**config.mk**
```make
export PLATFORM = sky130hd
export DESIGN_NAME = tolerance_stream_compare_unit
export DESIGN_NICKNAME = d
export VERILOG_FILES = /design/src/sv/tsc_pkg.sv /design/src/sv/tsc_pair_check.sv /design/src/sv/tsc_stream_state.sv /design/src/sv/tolerance_stream_compare_unit.sv
export VERILOG_INCLUDE_DIRS = /design/src /design/src/sv
export SDC_FILE = /design/constraint.sdc
export NUM_CORES = 2
export LEC_CHECK = 0
export ABC_AREA = 0
export BUFFER_PORTS_ARGS = -buffer_cell sky130_fd_sc_hd__buf_2
export CORE_ASPECT_RATIO = 0.7
export CORE_MARGIN = 2
export CORE_UTILIZATION = 45
export DETAILED_ROUTE_END_ITERATION = 10
export GPL_ROUTABILITY_DRIVEN = 0
export SYNTH_ARGS = -nofsm -noshare
export SYNTH_HDL_FRONTEND = slang
export SYNTH_HIERARCHICAL = 1
export SYNTH_SLANG_ARGS = --single-unit
```
**constraint.sdc**
```tcl
create_clock -name clk -period 17.3 [get_ports clk]
set_clock_uncertainty 0.1 [all_clocks]
set_input_delay 1.73 -clock clk [delete_from_list [all_inputs] [get_ports clk]]
set_output_delay 1.73 -clock clk [all_outputs]
set_load 0.005 [all_outputs]
```
**src/sv/tolerance_stream_compare_unit_assert.svh**
```systemverilog
// assertion macros for the tolerance stream compare unit
// expects clk and rst_n in the scope where the macros are used
`ifndef TOLERANCE_STREAM_COMPARE_UNIT_ASSERT_SVH
`define TOLERANCE_STREAM_COMPARE_UNIT_ASSERT_SVH

// consequent checked in the same cycle
`define TSC_ASSERT_SAME(label, ante, cons) \
  label: assert property (@(posedge clk) disable iff (!rst_n) (ante) |-> (cons)) \
    else $error("tsc assertion failed");

// consequent checked in the cycle after the antecedent
`define TSC_ASSERT_NEXT(label, ante, cons) \
  label: assert property (@(posedge clk) disable iff (!rst_n) (ante) |=> (cons)) \
    else $error("tsc assertion failed");

`endif

```
**src/sv/tsc_pkg.sv**
```systemverilog
// shared types and constants for the tolerance stream compare unit
// no dependencies
package tsc_pkg;

  localparam int INDEX_BITS     = 32;
  localparam int VALUE_BITS     = 32;
  localparam int OUT_INDEX_BITS = 32;
  localparam int ABS_TOL_BITS   = 31;
  localparam int REL_TOL_BITS   = 16;
  localparam int REL_FRAC_BITS  = 16;
  localparam int CFG_INDEX_BITS = 1;
  localparam int CFG_DATA_BITS  = 31;

  // register indexes on the configuration port
  localparam logic [CFG_INDEX_BITS-1:0] CFG_ABS_TOL = 1'b0;
  localparam logic [CFG_INDEX_BITS-1:0] CFG_REL_TOL = 1'b1;

  typedef struct packed {
    logic signed [VALUE_BITS-1:0] ref_value;
    logic signed [VALUE_BITS-1:0] test_value;
    logic                         last_element;
  } pair_t;

endpackage

```
**src/sv/tsc_pair_check.sv**
```systemverilog
// tolerance test for one reference/test pair, pure combinational
// depends on tsc_pkg
module tsc_pair_check (
  input  tsc_pkg::pair_t                     pair,
  input  logic [tsc_pkg::ABS_TOL_BITS-1:0]   abs_tol,
  input  logic [tsc_pkg::REL_TOL_BITS-1:0]   rel_tol,
  output logic                               fails
);
  import tsc_pkg::*;

  localparam int DIFF_BITS = VALUE_BITS + 1;
  localparam int LHS_BITS  = DIFF_BITS + REL_FRAC_BITS;
  localparam int PROD_BITS = REL_TOL_BITS + VALUE_BITS;

  logic signed [DIFF_BITS-1:0] diff_s;
  logic        [DIFF_BITS-1:0] diff_mag;
  logic        [VALUE_BITS-1:0] ref_mag;
  logic        [LHS_BITS-1:0]  lhs;
  logic        [PROD_BITS-1:0] rhs;
  logic                        over_abs;
  logic                        over_rel;

  always_comb begin
    diff_s   = DIFF_BITS'(pair.ref_value) - DIFF_BITS'(pair.test_value);
    diff_mag = diff_s[DIFF_BITS-1] ? DIFF_BITS'(-diff_s) : DIFF_BITS'(diff_s);
    // magnitude of the most negative value still fits unsigned
    ref_mag  = pair.ref_value[VALUE_BITS-1] ? VALUE_BITS'(-pair.ref_value)
                                            : VALUE_BITS'(pair.ref_value);
    lhs      = {diff_mag, {REL_FRAC_BITS{1'b0}}};
    rhs      = PROD_BITS'(rel_tol) * PROD_BITS'(ref_mag);
    over_abs = diff_mag > DIFF_BITS'(abs_tol);
    over_rel = lhs > LHS_BITS'(rhs);
    fails    = over_abs && over_rel;
  end

endmodule

```
**src/sv/tsc_stream_state.sv**
```systemverilog
// stream tracking: element index, first failure capture and result register
// depends on tsc_pkg and the assertion macro header
`include "tolerance_stream_compare_unit_assert.svh"

module tsc_stream_state (
  input  logic                                   clk,
  input  logic                                   rst_n,
  input  logic                                   step,
  input  tsc_pkg::pair_t                         pair,
  input  logic                                   pair_fails,
  input  logic                                   out_stall,
  output logic                                   out_valid,
  output logic                                   out_all_close,
  output logic [tsc_pkg::OUT_INDEX_BITS-1:0]     out_fail_index,
  output logic signed [tsc_pkg::VALUE_BITS-1:0]  out_bad_ref_value,
  output logic signed [tsc_pkg::VALUE_BITS-1:0]  out_bad_test_value
);
  import tsc_pkg::*;

  logic [INDEX_BITS-1:0]        element_index_r, element_index_nxt;
  logic                         failure_seen_r, failure_seen_nxt;
  logic [INDEX_BITS-1:0]        captured_index_r, captured_index_nxt;
  logic signed [VALUE_BITS-1:0] captured_ref_r, captured_ref_nxt;
  logic signed [VALUE_BITS-1:0] captured_test_r, captured_test_nxt;
  logic                         new_fail;

  logic                         out_valid_r;
  logic                         out_all_close_r;
  logic [OUT_INDEX_BITS-1:0]    out_index_r;
  logic signed [VALUE_BITS-1:0] out_ref_r;
  logic signed [VALUE_BITS-1:0] out_test_r;

  always_comb begin
    new_fail           = !failure_seen_r && pair_fails;
    failure_seen_nxt   = failure_seen_r || new_fail;
    captured_index_nxt = new_fail ? element_index_r : captured_index_r;
    captured_ref_nxt   = new_fail ? pair.ref_value : captured_ref_r;
    captured_test_nxt  = new_fail ? pair.test_value : captured_test_r;
    element_index_nxt  = element_index_r + INDEX_BITS'(1);
  end

  always_ff @(posedge clk) begin
    if (!rst_n) begin
      element_index_r  <= '0;
      failure_seen_r   <= 1'b0;
      captured_index_r <= '0;
      captured_ref_r   <= '0;
      captured_test_r  <= '0;
    end else if (step) begin
      if (pair.last_element) begin
        // stream ends here, start clean for the next one
        element_index_r  <= '0;
        failure_seen_r   <= 1'b0;
        captured_index_r <= '0;
        captured_ref_r   <= '0;
        captured_test_r  <= '0;
      end else begin
        element_index_r  <= element_index_nxt;
        failure_seen_r   <= failure_seen_nxt;
        captured_index_r <= captured_index_nxt;
        captured_ref_r   <= captured_ref_nxt;
        captured_test_r  <= captured_test_nxt;
      end
    end
  end

  always_ff @(posedge clk) begin
    if (!rst_n) begin
      out_valid_r <= 1'b0;
    end else if (step && pair.last_element) begin
      out_valid_r <= 1'b1;
    end else if (!out_stall) begin
      out_valid_r <= 1'b0;
    end
  end

  always_ff @(posedge clk) begin
    if (step && pair.last_element) begin
      out_all_close_r <= !failure_seen_nxt;
      out_index_r     <= failure_seen_nxt ? OUT_INDEX_BITS'(captured_index_nxt) : '0;
      out_ref_r       <= failure_seen_nxt ? captured_ref_nxt : '0;
      out_test_r      <= failure_seen_nxt ? captured_test_nxt : '0;
    end
  end

  assign out_valid          = out_valid_r;
  assign out_all_close      = out_all_close_r;
  assign out_fail_index     = out_index_r;
  assign out_bad_ref_value  = out_ref_r;
  assign out_bad_test_value = out_test_r;

  `TSC_ASSERT_NEXT(a_last_gives_result, step && pair.last_element, out_valid_r)
  `TSC_ASSERT_NEXT(a_last_clears_stream, step && pair.last_element,
                   !failure_seen_r && element_index_r == '0)
  `TSC_ASSERT_NEXT(a_capture_holds, failure_seen_r && !(step && pair.last_element),
                   failure_seen_r && $stable(captured_index_r) && $stable(captured_ref_r))
  `TSC_ASSERT_SAME(a_clean_result_zero, out_valid_r && out_all_close_r,
                   out_index_r == '0 && out_ref_r == '0 && out_test_r == '0)

endmodule

```
**src/sv/tolerance_stream_compare_unit.sv**
```systemverilog
// a result is offered from the result register once its last pair has passed the input register and the compare
// throughput: one pair per cycle unless a last pair waits on a stalled result, set by the
// input register feeding the single 16x32 multiply and compare ahead of the result register
// reset: synchronous active-low rst_n clears both tolerances to 0, the
// element index and the failure capture; no result is pending after reset
module tolerance_stream_compare_unit (
  input  logic                                   clk,
  input  logic                                   rst_n,
  input  logic                                   in_valid,
  output logic                                   in_stall,
  input  logic signed [tsc_pkg::VALUE_BITS-1:0]  in_ref_value,
  input  logic signed [tsc_pkg::VALUE_BITS-1:0]  in_test_value,
  input  logic                                   in_last_element,
  output logic                                   out_valid,
  input  logic                                   out_stall,
  output logic                                   out_all_close,
  output logic [tsc_pkg::OUT_INDEX_BITS-1:0]     out_fail_index,
  output logic signed [tsc_pkg::VALUE_BITS-1:0]  out_bad_ref_value,
  output logic signed [tsc_pkg::VALUE_BITS-1:0]  out_bad_test_value,
  input  logic                                   cfg_we,
  input  logic [tsc_pkg::CFG_INDEX_BITS-1:0]     cfg_index,
  input  logic [tsc_pkg::CFG_DATA_BITS-1:0]      cfg_wdata
);
  import tsc_pkg::*;

  logic [ABS_TOL_BITS-1:0] abs_tol_r;
  logic [REL_TOL_BITS-1:0] rel_tol_r;
  logic                    s1_valid_r;
  pair_t                   s1_pair_r;
  logic                    s1_step;
  logic                    s1_fails;

  always_ff @(posedge clk) begin
    if (!rst_n) begin
      abs_tol_r <= '0;
      rel_tol_r <= '0;
    end else if (cfg_we) begin
      unique case (cfg_index)
        CFG_ABS_TOL: abs_tol_r <= ABS_TOL_BITS'(cfg_wdata);
        CFG_REL_TOL: rel_tol_r <= REL_TOL_BITS'(cfg_wdata);
        default: ;
      endcase
    end
  end

  // a non-last pair never waits; a last pair waits only for a free result slot
  assign s1_step  = s1_valid_r && (!s1_pair_r.last_element || !out_valid || !out_stall);
  assign in_stall = s1_valid_r && !s1_step;

  always_ff @(posedge clk) begin
    if (!rst_n) begin
      s1_valid_r <= 1'b0;
    end else if (!in_stall) begin
      s1_valid_r <= in_valid;
    end
  end

  always_ff @(posedge clk) begin
    if (!in_stall && in_valid) begin
      s1_pair_r.ref_value    <= in_ref_value;
      s1_pair_r.test_value   <= in_test_value;
      s1_pair_r.last_element <= in_last_element;
    end
  end

  tsc_pair_check u_check (
    .pair    (s1_pair_r),
    .abs_tol (abs_tol_r),
    .rel_tol (rel_tol_r),
    .fails   (s1_fails)
  );

  tsc_stream_state u_state (
    .clk                (clk),
    .rst_n              (rst_n),
    .step               (s1_step),
    .pair               (s1_pair_r),
    .pair_fails         (s1_fails),
    .out_stall          (out_stall),
    .out_valid          (out_valid),
    .out_all_close      (out_all_close),
    .out_fail_index     (out_fail_index),
    .out_bad_ref_value  (out_bad_ref_value),
    .out_bad_test_value (out_bad_test_value)
  );

endmodule
```
# --- Word level (Yosys, flattened, before mapping) ---
# Index checks and enable logic that the tools add are counted.
classes:
  n_addsub: 4
  mul: 1
  n_lt_le_gt_ge: 2
  n_eq_ne: 1
  mux: 12
  bitwise: 1
  n_reduce_logical: 18
op_table:
  columns: ["operator", "n"]
  rows:
  - ["$mux W32", 8]
  - ["$gt A49 B48 Y1", 1]
  - ["$mul A16 B32 Y48", 1]
  - ["$gt A33 B31 Y1", 1]
  - ["$mux W33", 1]
  - ["$neg A33 Y33", 1]
  - ["$sub A32 B32 Y33", 1]
  - ["$add A32 B1 Y32 const B", 1]
  - ["$neg A32 Y32", 1]
  - ["$logic_not A1 Y1", 7]
  - ["$logic_and A1 B1 Y1", 6]
  - ["$reduce_and A2 Y1", 2]
  - ["$logic_or A1 B1 Y1", 3]
  - ["$mux W1", 3]
  - ["$ne A2 B1 Y1 const B", 1]
  - ["$not A1 Y1", 1]
word_totals:
  register_bits: 340
  input_bits: 102
  out_inout_bits: 99
  word_cells: 55

# --- Logic depth before layout (Yosys ltp) ---
logic_depth:
  depth_word: 8
  depth_mapped: 51
  mapped_depth_nobuf: 46

# --- Hierarchy ---
# The synthesis kept the hierarchy.
by_module_without_submodules:
  columns: ["module", "instances", "cells_each", "area_each_um2", "seq_area_each_um2"]
  rows:
  - ["tsc_pair_check", 1, 2608, 21440.6, 0.0]
  - ["tsc_stream_state", 1, 793, 8966.1, 5515.3]
  - ["tolerance_stream_compare_unit", 1, 278, 3744.8, 2912.8]

# --- Worst setup path before layout ---
# OpenSTA, ideal clock, no wires.
synth_path:
  path_kind: "register to register"
  startpoint: "register s1_pair_r[37] in the netlist's numbering"
  endpoint: "register u_state.captured_index_r[0]"
  setup_time_ns: 0.065
  arrival_time_ns: 11.211
  required_time_ns: 17.135
  slack_ns: 5.924
  stages_incl_launch_ff: 44
  path_buffers: 4
  period_less_slack_ns: 11.376
  path_cell_list: "edfxtp_1 -> or4_1 -> nor4_2 -> nand2_1 -> or3_1 -> nand2b_1 -> o41ai_1 -> xnor2_1 -> clkbuf_1 -> nand2_1 -> fa_1 -> fa_1 -> fa_1 -> inv_1 -> fa_1 -> fa_1 -> inv_1 -> fa_1 -> [8 not listed] -> xor2_1 -> ha_1 -> nand2_1 -> nor4_1 -> nand3_1 -> nor4_1 -> o2111ai_1 -> o41a_1 -> and3_1 -> a221oi_1 -> nand2_1 -> buf_2 -> nor2b_1 -> o21ai_1 -> clkbuf_1 -> clkbuf_1 -> a22oi_1 -> nor2b_1"
synth_between:
  elab_chain_len: 8
  word_cells_on_any_way: 12
  cone_classes: "add/sub: 3; mul: 1; order compare: 2; mux: 4; reduce/logical: 2"
synth_lines:
  columns: ["element", "line_no", "text"]
  rows:
  - ["start, declared", "tolerance_stream_compare_unit.sv:29", "pair_t s1_pair_r;"]
  - ["$neg A32 Y32 or $sub A32 B32 Y33 (tied branches)", "tsc_pair_check.sv:27, tsc_pair_check.sv:24", null]
  - ["$mux W32 or $neg A33 Y33 (tied branches)", "tsc_pair_check.sv:27, tsc_pair_check.sv:25", null]
  - ["$mul A16 B32 Y48 or $mux W33 (tied branches)", "tsc_pair_check.sv:30, tsc_pair_check.sv:25", null]
  - ["$gt A49 B48 Y1 or $gt A33 B31 Y1 (tied branches)", "tsc_pair_check.sv:32, tsc_pair_check.sv:31", null]
  - ["$logic_and A1 B1 Y1 (*)", "tsc_pair_check.sv:33", "fails = over_abs && over_rel;"]
  - ["via s1_fails", "tolerance_stream_compare_unit.sv:31", "logic s1_fails;"]
  - ["$logic_and A1 B1 Y1 (*)", "tsc_stream_state.sv:34", "new_fail = !failure_seen_r && pair_fails;"]
  - ["$mux W32 (*)", "tsc_stream_state.sv:36", "captured_index_nxt = new_fail ? element_index_r : captured_index_r;"]
  - ["$mux W32 (*)", "tsc_stream_state.sv:50", "if (pair.last_element) begin"]
  - ["end signal, assigned", "tsc_stream_state.sv:60", "captured_index_r <= captured_index_nxt;"]
  - ["end, declared", "tsc_stream_state.sv:22", "logic [INDEX_BITS-1:0] captured_index_r, captured_index_nxt;"]
# Mark *: on every way through the listed nets, which the timed path passes. The rest lies on a longest branch.
# A chain may end at the register's enable or synchronous reset.

# --- Worst setup path after layout ---
layout_path:
  startpoint: "register s1_pair_r[35] in the netlist's numbering"
  endpoint: "register u_state.out_test_r[22], in the netlist u_state/out_bad_test_value[22], data pin"
layout_between:
  elab_chain_len: 7
  word_cells_on_any_way: 12
  cone_classes: "add/sub: 3; mul: 1; order compare: 2; mux: 3; reduce/logical: 3"
layout_lines:
  columns: ["element", "line_no", "text"]
  rows:
  - ["$neg A32 Y32 or $sub A32 B32 Y33 (tied branches)", "tsc_pair_check.sv:27, tsc_pair_check.sv:24", null]
  - ["$mux W32 or $neg A33 Y33 (tied branches)", "tsc_pair_check.sv:27, tsc_pair_check.sv:25", null]
  - ["$mul A16 B32 Y48 or $mux W33 (tied branches)", "tsc_pair_check.sv:30, tsc_pair_check.sv:25", null]
  - ["$gt A49 B48 Y1 or $gt A33 B31 Y1 (tied branches)", "tsc_pair_check.sv:32, tsc_pair_check.sv:31", null]
  - ["$logic_and A1 B1 Y1 (*)", "tsc_pair_check.sv:33", null]
  - ["via s1_fails", "tolerance_stream_compare_unit.sv:31", null]
  - ["$logic_and A1 B1 Y1 (*)", "tsc_stream_state.sv:34", null]
  - ["$mux W32 or $logic_or A1 B1 Y1 (tied branches)", "tsc_stream_state.sv:38, tsc_stream_state.sv:35", null]
  - ["end signal, assigned", "tsc_stream_state.sv:82", "out_test_r <= failure_seen_nxt ? captured_test_nxt : '0;"]
  - ["end, declared", "tsc_stream_state.sv:31", "logic signed [VALUE_BITS-1:0] out_test_r;"]
# Marks and branches as above.

==> flow_summary.toml <==
[run_status]
status = "finished clean"

[setup_path]
cp.arrival_ns = 14.01
cp-end-kind = "register"
cp_top_family = "adder cells"
cpMaxStageDelayCell = "buf_4"
start_kind = "register"
required_ns = 17.64
slowest_delay_ns = 0.65
cp_common_cell = "fa_1"
cp.buffers_inverters = 6
cp_max_fo = 64
critPathKind = "register to register"

[sta]
fmax_mhz = 73.2
setup_tns_ns = 0
final_hold_viol_count = 0
fin_crit_ns = 13.66
slew_headroom_pct = 16.8
worstMarginPinSlew_ns = 1.25
layout_setup_ws_ns = 3.64
rsz0062_at_grt = "false"
setup_violations = 0
finalCritPeriodShare_pct = 79.0
maxSlewViolCount = 0

[cts]
cts_buffer_depth = 3
clock-sinks = 340
h-tree-depth = 1
clock_latency_ns = 0.60
clk_pin_slew_ns = 0.07
cts_tree = "yes"
cts_resized = 0
cts-root-buf = "clkbuf_16"
postCtsSetupBuffers = 0
cts_buffers = 30
holdBufCountCts = 0

[finish]
drive_above_1_share_pct = 10.1
fin_util_pct = 49.5
syn_to_final_growth_pct = 8.91
fin_nets = 4525
fillers = 7175
fin_cells = 4801

[synthesis]
async_flop_share_pct = 0
synth_area_sq_um = 34200
syn_avg_cell_area_sq_um = 9.28
yosysSeqAreaShare_pct = 24.7
synth_nets = 4418
ys_types = 105
synth_flop_cell = "dfxtp_1"
synthMostInstantiatedCell = "nand2_1"
ys_ff_latch = 340
synth-edff-count = 162
synthTopCellsByCount = "559 x nand2_1, 536 x inv_1, 419 x fa_1"
yosysWarnings = 6
yosysTopAreaCellShare_pct = 24.6
synth_cells = 3679
yosys.area.top_type = "fa_1"
synth_area_leaders = "fa_1 25%, edfxtp_1 14%, dfxtp_1 10%"

[place]
portBuffers = 200
dp_slack_ns = 3.97
hpwlAfterDp_um = 73200
placedCellCount = 4743

[power]
swShare_pct = 41.4
p_seq_share_pct = 29.4
leakage_nw = 16.4
p_int_mw = 1.87
p_total_mw = 3.20
powerDensity_nw_per_um2 = 86.0
clkPwrFrac_pct = 22.1
p_comb_share_pct = 48.5
p_sw_mw = 1.32
irDropWorstVdd_v = 0.0000885

[worst_hold_path]
hp-class = "register to register"

[floorplanning]
die_y_um = 234
die_x_um = 333
core-area_sq_um = 75100
row_count = 84
start_util_pct = 45.4
dieArea_sq_um = 78100
pin_count = 201

[grt]
grt_pass1_vias = 25800
grt_max_degree = 78
grt_overflow = 0
grt_pass1_wl_um = 151000
antenna_found_initial = 1
track_usage_pct = 24.7

[route]
routed_wl_um = 95700
viasPerCell = 5.53
first_pass_iters = 5
drtIter0Drc = 2216
routedWlPerCell_um = 19.9
antenna_left = 0
vias = 26600
remaining_drc_errors = 0

[run]
maxCapViolCount = 0
==> power by group through the flow <==
stage	Combinational, mW	Sequential (mW)	Clock, mW
detailed placement	1.53	0.959	0
global route	1.74	0.945	0.752
floorplan	1.11	0.935	0
global placement	1.51	0.959	0
CTS	1.54	0.941	0.717
finish	1.55	0.941	0.706
==> metrics by stage <==
step	cell area (sq um)	hold WS, ns
4_1_cts	37200	0.356
5_1_grt	37200	0.379
2_1_floorplan	34200	0.335
3_5_place_dp	36200	0.345
6_report	37200	0.355
3_3_place_gp	36200	0.339
==> cell usage in the layout (no fill, tap or decap), types with 11 or more instances in the layout <==
| cell type | n |
|---|---|
| a21oi_1 | 116 |
| xnor2_1 | 75 |
| and2_1 | 228 |
| a211oi_1 | 11 |
| a22oi_1 | 100 |
| nor2b_1 | 109 |
| buf_4 | 62 |
| a21boi_1 | 40 |
| o21ai_0 | 103 |
| or4_1 | 23 |
| nand3_1 | 33 |
| clkbuf_16 | 32 |
| o31ai_1 | 26 |
| a31oi_1 | 12 |
| edfxtp_1 | 162 |
| nand2b_1 | 14 |
| nand4_1 | 29 |
| o21a_1 | 24 |
| xor2_1 | 39 |
| a21o_1 | 43 |
| ha_1 | 218 |
| nor2_1 | 75 |
| nor3_1 | 27 |
| dfxtp_1 | 173 |
| nand2_1 | 559 |
| a22o_1 | 66 |
| and3_1 | 14 |
| inv_1 | 536 |
| buf_2 | 199 |
| fa_1 | 419 |
| or3_1 | 21 |
==> final cells by class <==
cell class                 count  area, sq um  share of cell area (%)
inverter                     536         2010                    5.41
sequential                   340         8440                    22.7
clock inverter                14          151                   0.407
timing repair buffer         261         1460                    3.93
antenna                        2         5.00                  0.0135
multi-input combinational   2617        23000                    61.9
tap                          989         1240                    3.33
clock buffer                  42          870                    2.34
==> metal layers <==
layer	track usage (%)	vias to the layer above	wire, um
met4	3.99	2	1580
met2	35.5	871	39400
met3	4.63	87	7150
met1	38.6	13300	47500
li1	-	12300	-
met5	1.28	-	139
==> worst min-delay path: cells and delay by family, from the launching register on <==
kind	cells	cell delay (ns)
flip-flops	1	0.31
AND/OR/NAND/NOR	1	0.05
AO/OA/AOI/OAI	1	0.05
==> kinds of logic (layout without fill, tap and decap cells) <==
group           count (synthesis)  in the layout  share of synthesized area (%)
buf+inv                       722            853                           8.12
other cells                     0              2                              0
xor+xnor                      119            119                           3.07
flops                         340            340                           24.7
fa+ha+maj                     637            637                           32.5
mux                             8              8                          0.249
compound gates                662            662                           13.9
simple gates                 1191           1191                           17.5
==> worst paths after layout <==
check             slack, ns  cells past startpoint                              to           from
hold / removal         0.36                      2                   abs_tol_r[18]  abs_tol_r[18]
setup / recovery       3.64                     44  u_state/out_bad_test_value[22]  s1_pair_r[35]
setup reg to reg       3.64                     44  u_state/out_bad_test_value[22]  s1_pair_r[35]
hold reg to reg        0.36                      2                   abs_tol_r[18]  abs_tol_r[18]
==> registers in the layout, summed over array words and instances (netlist names) <==
register / count
u_state/captured_test_r: 32
u_state/out_valid: 1
rel_tol_r: 16
abs_tol_r: 31
u_state/element_index_r: 32
u_state/captured_index_r: 32
u_state/captured_ref_r: 32
u_state/out_all_close: 1
u_state/out_fail_index: 32
u_state/out_bad_test_value: 32
s1_pair_r: 65
u_state/out_bad_ref_value: 32
u_state/failure_seen_r: 1
s1_valid_r: 1
Note: power is estimated with default switching activity, not from simulation.
